--- config.mk ---
export PLATFORM = sky130hd
export DESIGN_NAME = report_packet_segmenter
export DESIGN_NICKNAME = d
export VERILOG_FILES = /design/src/sv/rps_pkg.sv /design/src/sv/rps_front.sv /design/src/sv/rps_queue.sv /design/src/sv/rps_back.sv /design/src/sv/report_packet_segmenter.sv
export SDC_FILE = /design/constraint.sdc
export NUM_CORES = 1
export LEC_CHECK = 0
export ABC_CLOCK_PERIOD_IN_PS = 7700
export BUFFER_PORTS_ARGS = -buffer_cell sky130_fd_sc_hd__buf_2
export CAP_MARGIN = 25
export CELL_PAD_IN_SITES_DETAIL_PLACEMENT = 0
export CELL_PAD_IN_SITES_GLOBAL_PLACEMENT = 2
export CORE_ASPECT_RATIO = 1.1
export CORE_MARGIN = 1
export CORE_UTILIZATION = 46
export CTS_CLUSTER_SIZE = 14
export DETAILED_ROUTE_END_ITERATION = 6
export PLACE_DENSITY_LB_ADDON = 0.3
export SLEW_MARGIN = 20
export SYNTH_ARGS = -nofsm -noshare
export SYNTH_HDL_FRONTEND = slang
export SYNTH_SLANG_ARGS = --single-unit
--- constraint.sdc ---
create_clock -name clk -period 7.7 [get_ports clk]
set_input_delay 0.385 -clock clk [delete_from_list [all_inputs] [get_ports clk]]
set_output_delay 0.385 -clock clk [all_outputs]
set_load 0.05 [all_outputs]
--- src/sv/rps_pkg.sv ---
// rps_pkg: shared types and constants for the report packet segmenter.
// No dependencies; imported by every module of the block.
package rps_pkg;

  localparam int MAX_MESSAGE_BYTES = 65536;
  localparam int LEN_W             = 17;
  localparam int QDEPTH            = 4;
  localparam int QPTR_W            = $clog2(QDEPTH);
  localparam int QCNT_W            = $clog2(QDEPTH + 1);

  localparam logic [LEN_W-1:0] MAX_LEN     = LEN_W'(MAX_MESSAGE_BYTES);
  localparam logic [LEN_W-1:0] FIRST_LIMIT = LEN_W'(60);
  localparam logic [LEN_W-1:0] CONT_LIMIT  = LEN_W'(61);
  localparam logic [5:0]       FULL_PKT    = 6'd61;

  localparam logic [1:0] TYPE_FIRST = 2'b00;
  localparam logic [1:0] TYPE_CONT  = 2'b01;
  localparam logic [1:0] TYPE_LAST  = 2'b11;

  localparam logic [1:0] KIND_COMP  = 2'd0;
  localparam logic [1:0] KIND_HDR   = 2'd1;
  localparam logic [1:0] KIND_DATA  = 2'd2;
  localparam logic [1:0] KIND_CKSUM = 2'd3;

  typedef struct packed {
    logic [7:0] data;
    logic       open;
    logic [7:0] hdr;
    logic       close;
    logic [7:0] sum;
    logic       done;
  } rps_entry_t;

endpackage

--- src/sv/rps_front.sv ---
// rps_front: accepts message bytes, tracks packet framing and classifies
// each byte into a queue entry. Depends on rps_pkg.
module rps_front (
  input  logic                     clk,
  input  logic                     rst_n,
  input  logic                     in_push,
  input  logic [7:0]               in_data_byte,
  input  logic [rps_pkg::LEN_W-1:0] in_message_length,
  input  logic                     q_full,
  output logic                     q_push,
  output rps_pkg::rps_entry_t      q_entry
);
  import rps_pkg::*;

  logic             in_msg_r, in_msg_nxt;
  logic [LEN_W-1:0] len_r, len_nxt;
  logic [LEN_W-1:0] sent_r, sent_nxt;
  logic [5:0]       psize_r, psize_nxt;
  logic [5:0]       ppos_r, ppos_nxt;
  logic [7:0]       sum_r, sum_nxt;

  logic             accept, drop, open, close, done;
  logic [LEN_W-1:0] len_clamped, ll, bs, rem, bs_inc;
  logic [5:0]       pos, sz, size_eff, pos_inc;
  logic [7:0]       hdr, sum_base, sum_new;
  logic [1:0]       ptype;

  always_comb begin
    accept      = in_push && !q_full;
    len_clamped = (in_message_length > MAX_LEN) ? MAX_LEN : in_message_length;
    drop        = !in_msg_r && (len_clamped == '0);
    ll          = in_msg_r ? len_r  : len_clamped;
    bs          = in_msg_r ? sent_r : '0;
    pos         = in_msg_r ? ppos_r : '0;
    open        = (pos == 6'd0);
    rem         = ll - bs;
    sz          = (rem > FIRST_LIMIT) ? FULL_PKT : rem[5:0];
    priority if (ll > FIRST_LIMIT && bs == '0) begin
      ptype = TYPE_FIRST;
    end else if (rem > CONT_LIMIT && bs != '0) begin
      ptype = TYPE_CONT;
    end else begin
      ptype = TYPE_LAST;
    end
    hdr      = {ptype, sz};
    size_eff = open ? sz : psize_r;
    sum_base = (open || !in_msg_r) ? 8'd0 : sum_r;
    sum_new  = sum_base + in_data_byte;
    pos_inc  = pos + 6'd1;
    bs_inc   = bs + LEN_W'(1);
    close    = (pos_inc >= size_eff);
    done     = close && (bs_inc >= ll);

    in_msg_nxt = in_msg_r;
    len_nxt    = len_r;
    sent_nxt   = sent_r;
    psize_nxt  = psize_r;
    ppos_nxt   = ppos_r;
    sum_nxt    = sum_r;
    if (accept && !drop) begin
      in_msg_nxt = !done;
      len_nxt    = ll;
      sent_nxt   = bs_inc;
      psize_nxt  = size_eff;
      ppos_nxt   = close ? 6'd0 : pos_inc;
      sum_nxt    = sum_new;
    end

    q_push        = accept && !drop;
    q_entry.data  = in_data_byte;
    q_entry.open  = open;
    q_entry.hdr   = hdr;
    q_entry.close = close;
    q_entry.sum   = sum_new;
    q_entry.done  = done;
  end

  always_ff @(posedge clk) begin
    if (!rst_n) begin
      in_msg_r <= 1'b0;
      len_r    <= '0;
      sent_r   <= '0;
      psize_r  <= '0;
      ppos_r   <= '0;
      sum_r    <= '0;
    end else begin
      in_msg_r <= in_msg_nxt;
      len_r    <= len_nxt;
      sent_r   <= sent_nxt;
      psize_r  <= psize_nxt;
      ppos_r   <= ppos_nxt;
      sum_r    <= sum_nxt;
    end
  end

  assert property (@(posedge clk) disable iff (!rst_n)
    q_push |-> !q_full)
    else $error("front pushed into a full queue");
  assert property (@(posedge clk) disable iff (!rst_n)
    in_msg_r |-> (ppos_r < psize_r || ppos_r == 6'd0))
    else $error("packet position beyond packet size");
  assert property (@(posedge clk) disable iff (!rst_n)
    q_push && q_entry.done |-> q_entry.close)
    else $error("message finished without closing a packet");

endmodule

--- src/sv/rps_queue.sv ---
// rps_queue: short entry queue between front and back.
// Depends on rps_pkg.
module rps_queue (
  input  logic                clk,
  input  logic                rst_n,
  input  logic                push,
  input  rps_pkg::rps_entry_t wr_entry,
  output logic                full,
  input  logic                pop,
  output logic                empty,
  output rps_pkg::rps_entry_t rd_entry
);
  import rps_pkg::*;

  rps_entry_t        mem_r [QDEPTH];
  logic [QPTR_W-1:0] wptr_r, rptr_r;
  logic [QCNT_W-1:0] cnt_r, cnt_nxt;
  logic              do_push, do_pop;

  always_comb begin
    full     = (cnt_r == QCNT_W'(QDEPTH));
    empty    = (cnt_r == '0);
    do_push  = push && !full;
    do_pop   = pop && !empty;
    cnt_nxt  = cnt_r + QCNT_W'(do_push) - QCNT_W'(do_pop);
    rd_entry = mem_r[rptr_r];
  end

  always_ff @(posedge clk) begin
    if (do_push) begin
      mem_r[wptr_r] <= wr_entry;
    end
  end

  always_ff @(posedge clk) begin
    if (!rst_n) begin
      wptr_r <= '0;
      rptr_r <= '0;
      cnt_r  <= '0;
    end else begin
      if (do_push) wptr_r <= wptr_r + QPTR_W'(1);
      if (do_pop)  rptr_r <= rptr_r + QPTR_W'(1);
      cnt_r <= cnt_nxt;
    end
  end

  assert property (@(posedge clk) disable iff (!rst_n)
    cnt_r <= QCNT_W'(QDEPTH))
    else $error("queue count overflow");
  assert property (@(posedge clk) disable iff (!rst_n)
    (cnt_r != '0 && cnt_r != QCNT_W'(QDEPTH)) |-> (wptr_r - rptr_r) == cnt_r[QPTR_W-1:0])
    else $error("queue pointers disagree with count");
  assert property (@(posedge clk) disable iff (!rst_n)
    !empty && !do_pop |=> !empty)
    else $error("queue lost an entry");

endmodule

--- src/sv/rps_back.sv ---
// rps_back: expands queue entries into stream bytes in an output register,
// one per cycle while that register is empty or popped. Depends on rps_pkg.
module rps_back (
  input  logic                clk,
  input  logic                rst_n,
  input  logic                q_empty,
  input  rps_pkg::rps_entry_t q_entry,
  output logic                q_pop,
  output logic                out_empty,
  input  logic                out_pop,
  output logic [7:0]          out_byte,
  output logic [1:0]          out_byte_kind,
  output logic                out_message_done,
  output logic                out_run_last
);
  import rps_pkg::*;

  rps_entry_t cur_r, cur_nxt;
  logic       cur_vld_r, cur_vld_nxt;
  logic [1:0] phase_r, phase_nxt;
  logic       ovld_r, ovld_nxt;
  logic [7:0] obyte_r, obyte_nxt;
  logic [1:0] okind_r, okind_nxt;
  logic       odone_r, odone_nxt;
  logic       olast_r, olast_nxt;
  logic       slot_free, emit, last, load;

  always_comb begin
    slot_free = !ovld_r || out_pop;
    emit      = cur_vld_r && slot_free;
    last      = (phase_r == KIND_CKSUM) || (phase_r == KIND_DATA && !cur_r.close);
    load      = !q_empty && (!cur_vld_r || (emit && last));
    q_pop     = load;

    ovld_nxt  = ovld_r && !out_pop;
    obyte_nxt = obyte_r;
    okind_nxt = okind_r;
    odone_nxt = odone_r;
    olast_nxt = olast_r;
    if (emit) begin
      ovld_nxt  = 1'b1;
      okind_nxt = phase_r;
      odone_nxt = (phase_r == KIND_CKSUM) && cur_r.done;
      olast_nxt = last;
      unique case (phase_r)
        KIND_COMP: obyte_nxt = 8'(9'h100 - {1'b0, cur_r.hdr});
        KIND_HDR:  obyte_nxt = cur_r.hdr;
        KIND_DATA: obyte_nxt = cur_r.data;
        default:   obyte_nxt = cur_r.sum;
      endcase
    end

    cur_nxt     = cur_r;
    cur_vld_nxt = cur_vld_r;
    phase_nxt   = phase_r;
    if (load) begin
      cur_nxt     = q_entry;
      cur_vld_nxt = 1'b1;
      phase_nxt   = q_entry.open ? KIND_COMP : KIND_DATA;
    end else if (emit) begin
      if (last) begin
        cur_vld_nxt = 1'b0;
      end else begin
        phase_nxt = phase_r + 2'd1;
      end
    end

    out_empty        = !ovld_r;
    out_byte         = obyte_r;
    out_byte_kind    = okind_r;
    out_message_done = odone_r;
    out_run_last     = olast_r;
  end

  always_ff @(posedge clk) begin
    cur_r   <= cur_nxt;
    obyte_r <= obyte_nxt;
    okind_r <= okind_nxt;
    odone_r <= odone_nxt;
    olast_r <= olast_nxt;
  end

  always_ff @(posedge clk) begin
    if (!rst_n) begin
      cur_vld_r <= 1'b0;
      phase_r   <= KIND_COMP;
      ovld_r    <= 1'b0;
    end else begin
      cur_vld_r <= cur_vld_nxt;
      phase_r   <= phase_nxt;
      ovld_r    <= ovld_nxt;
    end
  end

  assert property (@(posedge clk) disable iff (!rst_n)
    ovld_r && odone_r |-> (okind_r == KIND_CKSUM) && olast_r)
    else $error("message done off a closing checksum");
  assert property (@(posedge clk) disable iff (!rst_n)
    cur_vld_r && (phase_r == KIND_COMP || phase_r == KIND_HDR) |-> cur_r.open)
    else $error("framing phase on an entry that opens no packet");
  assert property (@(posedge clk) disable iff (!rst_n)
    ovld_r && (okind_r == KIND_COMP || okind_r == KIND_HDR) |-> !olast_r)
    else $error("item run ended on a framing byte");

endmodule

--- src/sv/report_packet_segmenter.sv ---
// report_packet_segmenter: top level; front classifier, entry queue and
// byte emitter. Depends on rps_pkg, rps_front, rps_queue and rps_back.
//
// Takes one message byte per item and returns its framed stream bytes:
// complement and header when a packet opens, the payload byte, and the
// checksum when a packet closes, so one item gives 1 to 4 results. The
// front accepts an item every cycle while its four-entry queue has room;
// the back emits one result per cycle into an output register while that
// register is empty or being popped, about 64 results per 61 bytes on
// long messages. A message length of zero on a message's first byte drops
// that item with no result.
module report_packet_segmenter (
  input  logic                      clk,
  input  logic                      rst_n,
  input  logic                      in_push,
  output logic                      in_full,
  input  logic [7:0]                in_data_byte,
  input  logic [rps_pkg::LEN_W-1:0] in_message_length,
  output logic                      out_empty,
  input  logic                      out_pop,
  output logic [7:0]                out_byte,
  output logic [1:0]                out_byte_kind,
  output logic                      out_message_done,
  output logic                      out_run_last
);
  import rps_pkg::*;

  rps_entry_t wr_entry, rd_entry;
  logic       q_push, q_full, q_pop, q_empty;

  assign in_full = q_full;

  rps_front u_front (
    .clk               (clk),
    .rst_n             (rst_n),
    .in_push           (in_push),
    .in_data_byte      (in_data_byte),
    .in_message_length (in_message_length),
    .q_full            (q_full),
    .q_push            (q_push),
    .q_entry           (wr_entry)
  );

  rps_queue u_queue (
    .clk      (clk),
    .rst_n    (rst_n),
    .push     (q_push),
    .wr_entry (wr_entry),
    .full     (q_full),
    .pop      (q_pop),
    .empty    (q_empty),
    .rd_entry (rd_entry)
  );

  rps_back u_back (
    .clk              (clk),
    .rst_n            (rst_n),
    .q_empty          (q_empty),
    .q_entry          (rd_entry),
    .q_pop            (q_pop),
    .out_empty        (out_empty),
    .out_pop          (out_pop),
    .out_byte         (out_byte),
    .out_byte_kind    (out_byte_kind),
    .out_message_done (out_message_done),
    .out_run_last     (out_run_last)
  );

endmodule

Yosys cells after proc, flatten, opt, wreduce, memory -nomap -nowiden
Memory sizes are Yosys's and may differ from the RTL's. A register that Yosys moved wholly into a read port is not among the register bits.
Index checks and enable logic that the tools add are counted.

storage, ports and cells
  bits in registers = 104
  memory bits (writable) = 108
  bits of input ports = 29
  output and inout bits = 14
  logic and storage cells = 103
  memories = 1

memory list
  name           words  width  rd ports  clocked after Yosys merged registers in  wr ports  RTL line         source
  u_queue.mem_r  4      27     1         1                                        1         rps_queue.sv:15  rps_entry_t mem_r [QDEPTH];

cells by class
  $add $sub $neg = 10
  magnitude comparators = 6
  equal/unequal tests = 5
  multiplexer cells = 23
  reduce and logical (&&, ||, !) cells = 37

operators with widths
  kind                     count
  $gt A17 B6 Y1 const B    3
  $mux W17                 3
  $logic_not A17 Y1        2
  $mux W6                  4
  $pmux W8 S3              1
  $add A17 B1 Y17 const B  1
  $ge A17 B17 Y1           1
  $gt A17 B17 Y1 const B   1
  $reduce_bool A17 Y1      1
  $sub A17 B17 Y17         1
  $mux W2                  8
  $logic_and A1 B1 Y1      14
  $logic_not A1 Y1         9
  $add A8 B8 Y8            1
  $mux W8                  1
  $sub A1 B8 Y8 const A    1
  $add A2 B1 Y2 const B    3
  $add A6 B1 Y6 const B    1
  $ge A6 B6 Y1             1
  $logic_not A6 Y1         1
  $mux W1                  6
  $eq A2 B2 Y1 const B     2
  $logic_or A1 B1 Y1       4
  $reduce_and A2 Y1        2
  8 further kinds          9

Depth between registers and ports, before layout
  depth after elaboration = 10
  depth in mapped cells = 23
  depth with buffers taken out = 22

By module
A second synthesis with hierarchy kept.

unflattened totals
  cells, all modules = 970
  area, all modules = 11128.2 µm²

by module, submodules not included
  module     instances  cells an instance  area each (µm²)  sequential area each (µm²)
  rps_front  1          652                4919.7           1101.1
  rps_queue  1          192                4429.2           3423.3
  rps_back   1          126                1779.2           1221.2

Worst setup path before layout
Ideal clock, no wire load.

  path type = flip-flop to flip-flop
  start = register u_front.in_msg_r
  end = memory u_queue.mem_r[0][0] (netlist name), data pin
  setup time = 0.263 ns
  arrival = 5.007 ns
  required time = 7.437 ns
  path slack = 2.430 ns
  cell stages (with the launch flop) = 23
  path buffers = 5
  period minus slack after synthesis = 5.270 ns
  path through = dfxtp_1 buf_4 buf_2 buf_2 clkbuf_1 clkbuf_1 nand2_1 fa_1 a211oi_2 o21a_2 o221ai_2 mux2_4 a211oi_2 and4_4 a31oi_1 ha_1 nand2b_1 a21o_1 a21o_1 a21o_1 a21oi_1 o21ai_0 and2_1

on the way
  cells in the longest elaborated chain, start to end = 7
  elaborated cells on any way between the ends = 13
  classes of those cells = add/sub (3); order compare (3); mux (5); reduce/logical (2)

ends and longest elaborated chain
  item                                RTL line                          source
  start, declared                     rps_front.sv:15                   logic in_msg_r, in_msg_nxt;
  start signal, assigned              rps_front.sv:87                   in_msg_r <= in_msg_nxt;
  $mux W17, on equally long branches  rps_front.sv:32, rps_front.sv:33
  $sub A17 B17 Y17                    rps_front.sv:36                   rem = ll - bs;
  $gt A17 B6 Y1                       rps_front.sv:37                   sz = (rem > FIRST_LIMIT) ? FULL_PKT : rem[5:0];
  $mux W6                             rps_front.sv:37
  $mux W6 *                           rps_front.sv:46                   size_eff = open ? sz : psize_r;
  via u_front.size_eff[0]             rps_front.sv:24                   logic [5:0] pos, sz, size_eff, pos_inc;
  $ge A6 B6 Y1 *                      rps_front.sv:51                   close = (pos_inc >= size_eff);
  via u_front.close                   rps_front.sv:22                   logic accept, drop, open, close, done;
  $logic_and A1 B1 Y1 *               rps_front.sv:52                   done = close && (bs_inc >= ll);
  via u_front.done                    rps_front.sv:22
  end, declared                       rps_queue.sv:15

The timed path passes the listed nets; every way through them passes the cells marked *.

Final worst setup path
  start = register u_front.in_msg_r
  end = memory u_queue.mem_r[1][0] (netlist name), data pin

on the way
  cells in the longest elaborated chain, start to end = 7
  elaborated cells on any way between the ends = 13
  classes of those cells = add/sub (3); order compare (3); mux (5); reduce/logical (2)

ends and longest elaborated chain
  item                     RTL line         source
  $mux W17                 rps_front.sv:32  ll = in_msg_r ? len_r : len_clamped;
  via u_front.ll[13]       rps_front.sv:23  logic [LEN_W-1:0] len_clamped, ll, bs, rem, bs_inc;
  $sub A17 B17 Y17         rps_front.sv:36
  $gt A17 B6 Y1            rps_front.sv:37
  $mux W6                  rps_front.sv:37
  $mux W6                  rps_front.sv:46
  via u_front.size_eff[0]  rps_front.sv:24
  $ge A6 B6 Y1             rps_front.sv:51
  via u_front.close        rps_front.sv:22
  $logic_and A1 B1 Y1      rps_front.sv:52
  via u_front.done         rps_front.sv:22

The timed path passes the listed nets, and every way through them passes these cells.

==> insert_results.sql <==
INSERT INTO impl_metrics (metric_group, metric, value, unit) VALUES
('sta', 'number_of_hold_violations_in_the_final_report', '0', ''),
('placement', 'post-place-ws', '1.369', 'ns'),
('synthesis', 'synth_cell_type_count', '78', ''),
('die', 'floorplan.initialDensity', '47.33', '%'),
('worst_setup_path', 'end_kind', 'flip-flop', ''),
('sta', 'fmaxAchievable', '161.1', 'MHz'),
('die', 'die-area', '25240', 'sq um'),
('clock_network', 'cts_tree', 'built', ''),
('drt', 'wl_cell', '18.45', 'um'),
('sta', 'grt_setup_unrepaired', 'no', ''),
('sta', 'finalSetupViolations', '0', ''),
('worst_setup_path', 'cp_slowest_cell', 'dfxtp_2', ''),
('drt', 'dr.pass1.iters', '5', ''),
('power', 'clock_power_share', '26.4', '%'),
('clock_network', 'clockBufferDepth', '3', ''),
('worst_setup_path', 'worst_path_most_repeated_cell', 'a21o_1', ''),
('power', 'power.sequential.fraction', '42.9', '%'),
('layout', 'area.sequential', '5748', 'sq um'),
('drt', 'detail_route.iter0.violations', '446', ''),
('clock_network', 'cts.clk_slew.worst_paths', '0.06', 'ns'),
('layout', 'antenna_cells_inserted', '0', ''),
('sta', 'layout_setup_ws', '1.491', 'ns'),
('layout', 'multi_input_area', '5081', 'sq um'),
('global_route', 'grt_util_all_layers', '20.32', '%'),
('sta', 'tns', '0', 'ns'),
('power', 'power.share.switching', '33.62', '%'),
('die', 'coreArea', '23920', 'sq um'),
('power', 'pwr-share-comb', '30.7', '%'),
('drt', 'drcViolationCount', '0', ''),
('worst_setup_path', 'cp_cell_sequence', 'nand2b_1 > a41oi_1 > buf_4 > nor2_1 > ha_1 > nand3_1 > o21ai_0 > a2111o_1 > a211oi_1 > and4_1 > and4_4 > a31oi_1 > ha_1 > nand2b_1 > a21o_1 > a21o_1 > a21o_1 > a21oi_1 > o21ai_0 > and2_1', ''),
('die', 'num_io_pins', '43', ''),
('power', 'power.leakage', '4.667', 'nW'),
('synthesis', 'synthCells', '1005', ''),
('sta', 'hold-worst-slack', '0.1341', 'ns'),
('placement', 'placement.io_buffers', '42', ''),
('worst_setup_path', 'worst_r2r_endpoint', 'u_queue.mem_r[1][0]', ''),
('worst_setup_path', 'criticalPathCategory', 'reg -> reg', ''),
('global_route', 'vias_in_the_first_global_route', '7341', ''),
('clock_network', 'postCtsSetupRepairBufs', '0', ''),
('worst_setup_path', 'worstSetupStartpointType', 'flip-flop', ''),
('synthesis', 'syn_area_per_cell', '11.26', 'sq um'),
('die', 'num_rows', '59', ''),
('sta', 'maxSlewViolCount', '0', ''),
('layout', 'fillCellCount', '2184', ''),
('clock_network', 'cts_num_sinks', '214', ''),
('synthesis', 'synth_top_area_share', '38.73', '%'),
('hold_path', 'timing.hold.worst_path_depth', '1', ''),
('clock_network', 'clock_root_cell', 'clkbuf_16', ''),
('status', 'outcome', 'finished clean', ''),
('hold_path', 'min-delay-path-class', 'in -> reg', ''),
('die', 'die_height', '166.5', 'um'),
('power', 'power_per_cell_area', '304.3', 'nW/um^2'),
('placement', 'place.gp.congestion', '0.8286', ''),
('worst_setup_path', 'worstRegToRegCells', '20', ''),
('synthesis', 'synthArstFlopShare', '0', '%'),
('worst_setup_path', 'worst-endpoint-required', '7.93', 'ns'),
('synthesis', 'seq_area_frac_synth', '50.75', '%'),
('run', 'drv.max_cap_violation_count', '0', ''),
('placement', 'placedCellCount', '1312', ''),
('synthesis', 'ys_ff_latch', '214', ''),
('synthesis', 'mappedNetlistArea', '11320', 'sq um'),
('worst_setup_path', 'cpPeakStageDelay', '0.86', 'ns'),
('layout', 'mostFrequentLayoutCell', 'edfxtp_1', ''),
('clock_network', 'total_clock_buffers_created_by_cts', '23', ''),
('worst_setup_path', 'r2r_start', 'u_front.in_msg_r', ''),
('power', 'vdd.ir_drop.worst', '0.2071', 'mV'),
('layout', 'highest_count_cells_in_the_layout_ignoring_fill_and_taps', 'edfxtp_1 (146), nand2_1 (120), dfxtp_1 (66)', ''),
('layout', 'drive_above_1_share', '13.33', '%'),
('synthesis', 'post_synth_main_area_contributors', 'edfxtp_1 (39%), dfxtp_1 (12%), ha_1 (6.9%), mux4_2 (5.4%), nand2_1 (4.0%)', ''),
('die', 'die_width', '151.6', 'um'),
('worst_setup_path', 'ff2ff_setup_slack', '1.49', 'ns');
==> worst max path at each step <==
stage	endpoint	depth (start not counted)	slack, ns
finish	u_queue.mem_r[1][0]	20	1.49
global route	u_queue.mem_r[1][0]	20	1.11
CTS	u_queue.mem_r[1][0]	20	1.47
detailed placement	u_queue.mem_r[0][0]	21	1.37
global placement	u_queue.mem_r[0][0]	21	1.40
floorplan	u_queue.mem_r[0][0]	22	2.43
==> cell usage after synthesis, drive strengths merged (26+ instances only) <==
library cell  count
clkbuf           26
a21boi           37
ha               62
o21ai            32
xnor2            28
a21oi            36
inv              64
mux4             27
nor2             51
edfxtp          146
dfxtp            68
nand2           120
and2             28
==> power by group through the flow <==
stage,clock (W),sequential [W],combinational (W)
after global placement,0,0.00166,0.00114
after detailed placement,0,0.00167,0.00115
after global routing,0.00107,0.00165,0.00129
after CTS,0.00102,0.00165,0.00115
after floorplan,0,0.00169,0.000817
final,0.00100,0.00162,0.00116
==> layer usage <==
metal	vias to the layer above	wire length, um	GRT usage (%)
met5	-	0	0
met3	24	819	2.356
met1	3612	10750	25.31
met4	0	296	4.219
met2	121	13130	37.24
li1	3740	-	-
==> final cells by class <==
class	instances	share of cell area, %
clock inverters	14	0.6838
well taps	305	3.067
repair buffers	54	2.514
clock buffers	28	4.776
flip-flops and latches	214	46.19
multi-input cells	676	40.83
inverters	64	1.931
==> cells by family after synthesis <==
kind of cell / share of synthesized area (%)
muxes: 7.162
DFF: 50.75
AOI/OAI and AO/OA: 13.22
adders and majority gates: 7.383
xor gates and xnor gates: 3.327
and+or+nand+nor: 13.76
buffers and inverters: 4.399
==> per-stage QoR <==
stage	instance area [sq um]	power (W)
final	12440	0.003786
after floorplan	11320	0.002511
after detailed placement	11740	0.002819
after global placement	11740	0.002806
after CTS	12420	0.003826
after global routing	12440	0.004010
==> worst max-delay path: cells and delay by family, from the launching register on <==
kind / cells / cell delay, ns
compound gates: 10 / 2.29
fa+ha+maj: 2 / 0.75
buf+inv: 1 / 0.23
flops: 1 / 0.86
simple gates: 7 / 1.77
==> sequential cells by signal (all words and copies together) (netlist names), 2 cells and up, named ones only <==
register / cells
u_back.cur_r: 26
u_back.out_byte: 8
u_back.out_byte_kind: 2
u_back.phase_r: 2
u_front.len_r: 17
u_front.ppos_r: 6
u_front.psize_r: 6
u_front.sent_r: 17
u_front.sum_r: 8
u_queue.cnt_r: 3
u_queue.mem_r: 108
u_queue.rptr_r: 2
u_queue.wptr_r: 2
(Power assumes the default switching activity.)
